==> src/sv/ssms_pkg.sv <==
// Shared types and constants for the split mean / standard deviation block.
// No dependencies.
`default_nettype none
package ssms_pkg;
  localparam int SampleBits = 24;
  localparam int MaxSamples = 65536;
  localparam int AddrBits   = $clog2(MaxSamples);
  localparam int CntBits    = AddrBits + 1;
  localparam int SumBits    = SampleBits + CntBits;
  localparam int SqBits     = 64;
  // nine result fields of SampleBits (one of them a bit short) and two flags
  localparam int FieldBits  = 9 * SampleBits + 1;
  localparam int OutBytes   = (FieldBits + 7) / 8;
  localparam int OutBits    = OutBytes * 8;

  typedef logic signed [SampleBits-1:0] sample_t;
  typedef logic [CntBits-1:0] cnt_t;
  typedef logic signed [SumBits-1:0] sum_t;

  // Division request and reply between the top level and the divider.
  typedef struct packed {
    logic          start;
    logic          neg;
    logic [SqBits-1:0] num;
    logic [CntBits-1:0] den;
  } div_req_t;

  typedef struct packed {
    logic              done;
    logic [SqBits-1:0] quo;
  } div_rsp_t;
endpackage
`default_nettype wire

==> src/sv/ssms_div.sv <==
// Radix-2 restoring divider, one quotient bit per cycle, truncating toward zero.
// Depends on ssms_pkg.
`default_nettype none
module ssms_div (
  input  wire logic               clk,
  input  wire logic               rst,
  input  wire ssms_pkg::div_req_t req,
  output ssms_pkg::div_rsp_t      rsp
);
  import ssms_pkg::*;
  logic [SqBits-1:0]  q;
  logic [CntBits-1:0] r;
  logic [CntBits-1:0] d;
  logic [6:0]         n;
  logic               busy, neg, done;
  logic [CntBits:0]   rs;

  assign rs = {r, q[SqBits-1]};

  // Apply the sign once the magnitude quotient is complete
  assign rsp = {done, neg ? (~q + SqBits'(1)) : q};

  // Shift in one numerator bit a cycle and subtract where it fits
  always_ff @(posedge clk) begin
    if (rst) begin
      busy <= 1'b0;
      done <= 1'b0;
    end else begin
      done <= 1'b0;
      if (req.start) begin
        busy <= 1'b1;
        q <= req.num;
        r <= '0;
        d <= req.den;
        neg <= req.neg;
        n <= 7'd0;
      end else if (busy) begin
        if (rs >= {1'b0, d}) begin
          r <= CntBits'(rs - {1'b0, d});
          q <= {q[SqBits-2:0], 1'b1};
        end else begin
          r <= rs[CntBits-1:0];
          q <= {q[SqBits-2:0], 1'b0};
        end
        n <= n + 7'd1;
        if (n == 7'(SqBits - 1)) begin
          busy <= 1'b0;
          done <= 1'b1;
        end
      end
    end
  end
endmodule
`default_nettype wire

==> config.mk <==
export PLATFORM = sky130hd
export DESIGN_NAME = ssms_div
export DESIGN_NICKNAME = d
export VERILOG_FILES = /design/src/sv/ssms_pkg.sv /design/src/sv/ssms_div.sv
export SDC_FILE = /design/constraint.sdc
export NUM_CORES = 1
export LEC_CHECK = 0
export ABC_AREA = 1
export ABC_CLOCK_PERIOD_IN_PS = 9000
export BUFFER_PORTS_ARGS = -buffer_cell sky130_fd_sc_hd__clkbuf_2
export CORE_MARGIN = 4
export CORE_UTILIZATION = 25
export DETAILED_ROUTE_END_ITERATION = 10
export SLEW_MARGIN = 20
export SYNTH_ARGS = -nofsm -noshare
export SYNTH_HDL_FRONTEND = slang
export SYNTH_SLANG_ARGS = --single-unit
export TNS_END_PERCENT = 5
==> constraint.sdc <==
create_clock -name clk -period 9 [get_ports clk]
set_input_delay 1.8 -clock clk [delete_from_list [all_inputs] [get_ports clk]]
set_output_delay 1.8 -clock clk [all_outputs]
set_load 0.03 [all_outputs]
==> summary.txt <==
Slew @ Worst Pin: 791.2 ps
CTS buffer count: 9
register area share after synthesis: 40.84%
CP startpoint kind: primary input
synthesized netlist cell count: 1105
power per cell area: 158.4 mW/mm^2
Worst EP arrival: 4480 ps
WS Path Type: primary input to register
initial core utilization: 25.60%
most common cell after layout, fill and taps aside: nand2_1
CP bufs+invs: 4
#FFs+latches synth: 108
Yosys cell types: 40
Worst Path Max Fanout: 54
# DRC: 0
Worst Skew: 17.35 ps
Max VDD drop: 99.65 uV
unrepaired setup endpoints after global routing: false
Largest stage delay, worst path: 720 ps
detailed-route via count: 7393
maximum clock insertion buffer count: 2
Worst-path clk slew: 90 ps
endpoint class of the critical path: register
Layout Nets: 1346
Synth Warn #: 0
Port Buffers: 149
Most Frequent Cell on Critical Path: buf_4
max-cap viol count: 0
Slowest cell on crit path: clkinv_1
syn nets: 1210
initial antenna violation count: 1
routed wire length: 24910 microns
relative slew slack: 47.19%
cell area after layout: 0.009370 sq mm
Layout fillers: 3371
DRT Pass-1 Iters: 5
Sink Count: 108
Max Slew Vio Count: 0
DP HPWL: 20010 microns
final RePlAce weighted congestion: 0.9619
Fmax: 0.2229 GHz
Power Total: 1484 uW
root buf cell: clkbuf_16
grt ovf: 0
total core area: 0.03083 sq mm
TritonCTS clock tree: built
Placed Cells: 1625
die height: 185.7 microns
GRT Overall Usage: 14.21%
vias per cell: 4.502
worst min-delay path class: register to register
most frequent cells in the layout: nand2_1 (344), nor2_1 (156), clkbuf_2 (148)
ANT nets after route: 0
CP delay by family, top: buffers and inverters
CTS Hold Buffers Added: 0
Leak Pwr: 0.004321 uW
row count: 64
drt wl/cell: 15.17 microns
Iter 0 DRT Violations: 679
layout cells sized above 1: 16.53%
setup tns final: 0 ps
post-route minimum period: 4486 ps
clock latency on the worst-skew pair: 380 ps
Die X: 185.7 microns
Req. time, crit path: 9000 ps
area delta synth->final: 18.72%
Synth Area per Inst: 7.143 sq um
Final Non-Filler Cells: 1642
Post-Syn Area: 0.007893 sq mm
Setup Fix Bufs, Post-CTS: 0
Post-CTS Resized: 0
Final setup viols: 0
DIE AREA: 0.03448 sq mm
vias in the first global route: 7089
first-pass GRT wire length: 38150 microns
num ports: 150
status: complete, no violations
ANT cells: 0
CTS HTree Levels: 3
final hold viol count: 0
CP Cell Sequence: buf_4 -> clkinv_1 -> a21oi_4 -> buf_16 -> buf_4
placed instance area: 0.009034 sq mm
largest net degree at the start of global routing: 82
Final period util: 49.85%
sequential cells by signal, indices dropped and copies added (netlist names):
name  cells
done      1
q        64
d        17
busy      1
r        17
n         7
neg       1
layer usage:
layer  GRT usage, %  routed length (microns)  share of wire [%]
met1          19.69                    11410                 46
met3          2.795                     1731                6.9
met4          2.565                      215               0.86
met2          23.35                    11540                 46
met5              0                       13              0.052
worst reg2reg max path: stages, from the launching register on:
cell and delay [ps]:
edfxtp_1 390, inv_1 150, ha_1 170, inv_1 60, fa_1 430, nand3_1 130, nand3_2 110, nand2_2 230
nand2_4 180, nand2_1 200, nand2_1 80, nand2_1 80, inv_1 40
worst paths after layout:
path	from	to	slack, ps	depth (start not counted)
max reg2reg	q[63]$_DFFE_PP_	r[13]$_SDFFCE_PP0P_	6500	12
min	busy$_SDFF_PP0_	done$_SDFF_PP0_	500	2
max	req[82]	r[9]$_SDFFCE_PP0P_	4510	5
min reg2reg	busy$_SDFF_PP0_	done$_SDFF_PP0_	500	2
report_power, final:
| part | leakage, uW | total, uW | internal (uW) | switching [uW] |
|---|---|---|---|---|
| Sequential | 0.00104 | 628 | 601 | 27.0 |
| Combinational | 0.00314 | 425 | 129 | 296 |
| Clock | 0.000149 | 430 | 221 | 209 |
final cells by class:
type	instances	area [sq um]	share of cell area [%]
multi-input combinational	816	3966	42.33
sequential	108	3223	34.40
timing repair buffer	154	805.8	8.599
inverter	152	570.5	6.089
tap	396	495.5	5.288
clock buffer	9	225.2	2.404
clock inverter	7	83.83	0.8946
Yosys cell counts (all sizes together):
cell type    n  area, sq um
dfxtp        2        40.04
nor4         2        12.51
fa           1        20.02
xor2        44        385.4
clkinv       2        7.510
nand2      357         1383
buf         20        110.1
nor3         5        30.03
nand3b      12        90.09
a21oi       18        93.84
o211ai       1        7.510
edfxtp     106         3183
clkbuf       9        33.78
nand4       20        125.1
and3         1        6.260
inv        150        563.0
ha          19        237.7
xnor2        2        17.52
o21a         1        7.510
nor2       167        674.4
o41ai        1        8.760
o21bai       1        7.510
o31ai        1        7.510
o21ai       78        394.1
and2         3        21.27
nand3       82        425.4
stage by stage:
stage                     worst slack, ps  utilization (%)  hold WS (ps)
after CTS                            4096            30.30         514.7
after floorplan                      2045                -         421.8
after global routing                 4217            30.39         526.0
after detailed placement             3706            29.30         524.2
final                                4514            30.39         504.4
after global placement               3818            29.30         507.5
kinds of logic after synthesis:
logic type      synth area share [%]
simple gates                   35.07
xor+xnor                       5.105
buf+inv                        9.052
compound gates                 6.674
fa+ha+maj                      3.266
flops                          40.84
Note: power is estimated with default switching activity, not from simulation.
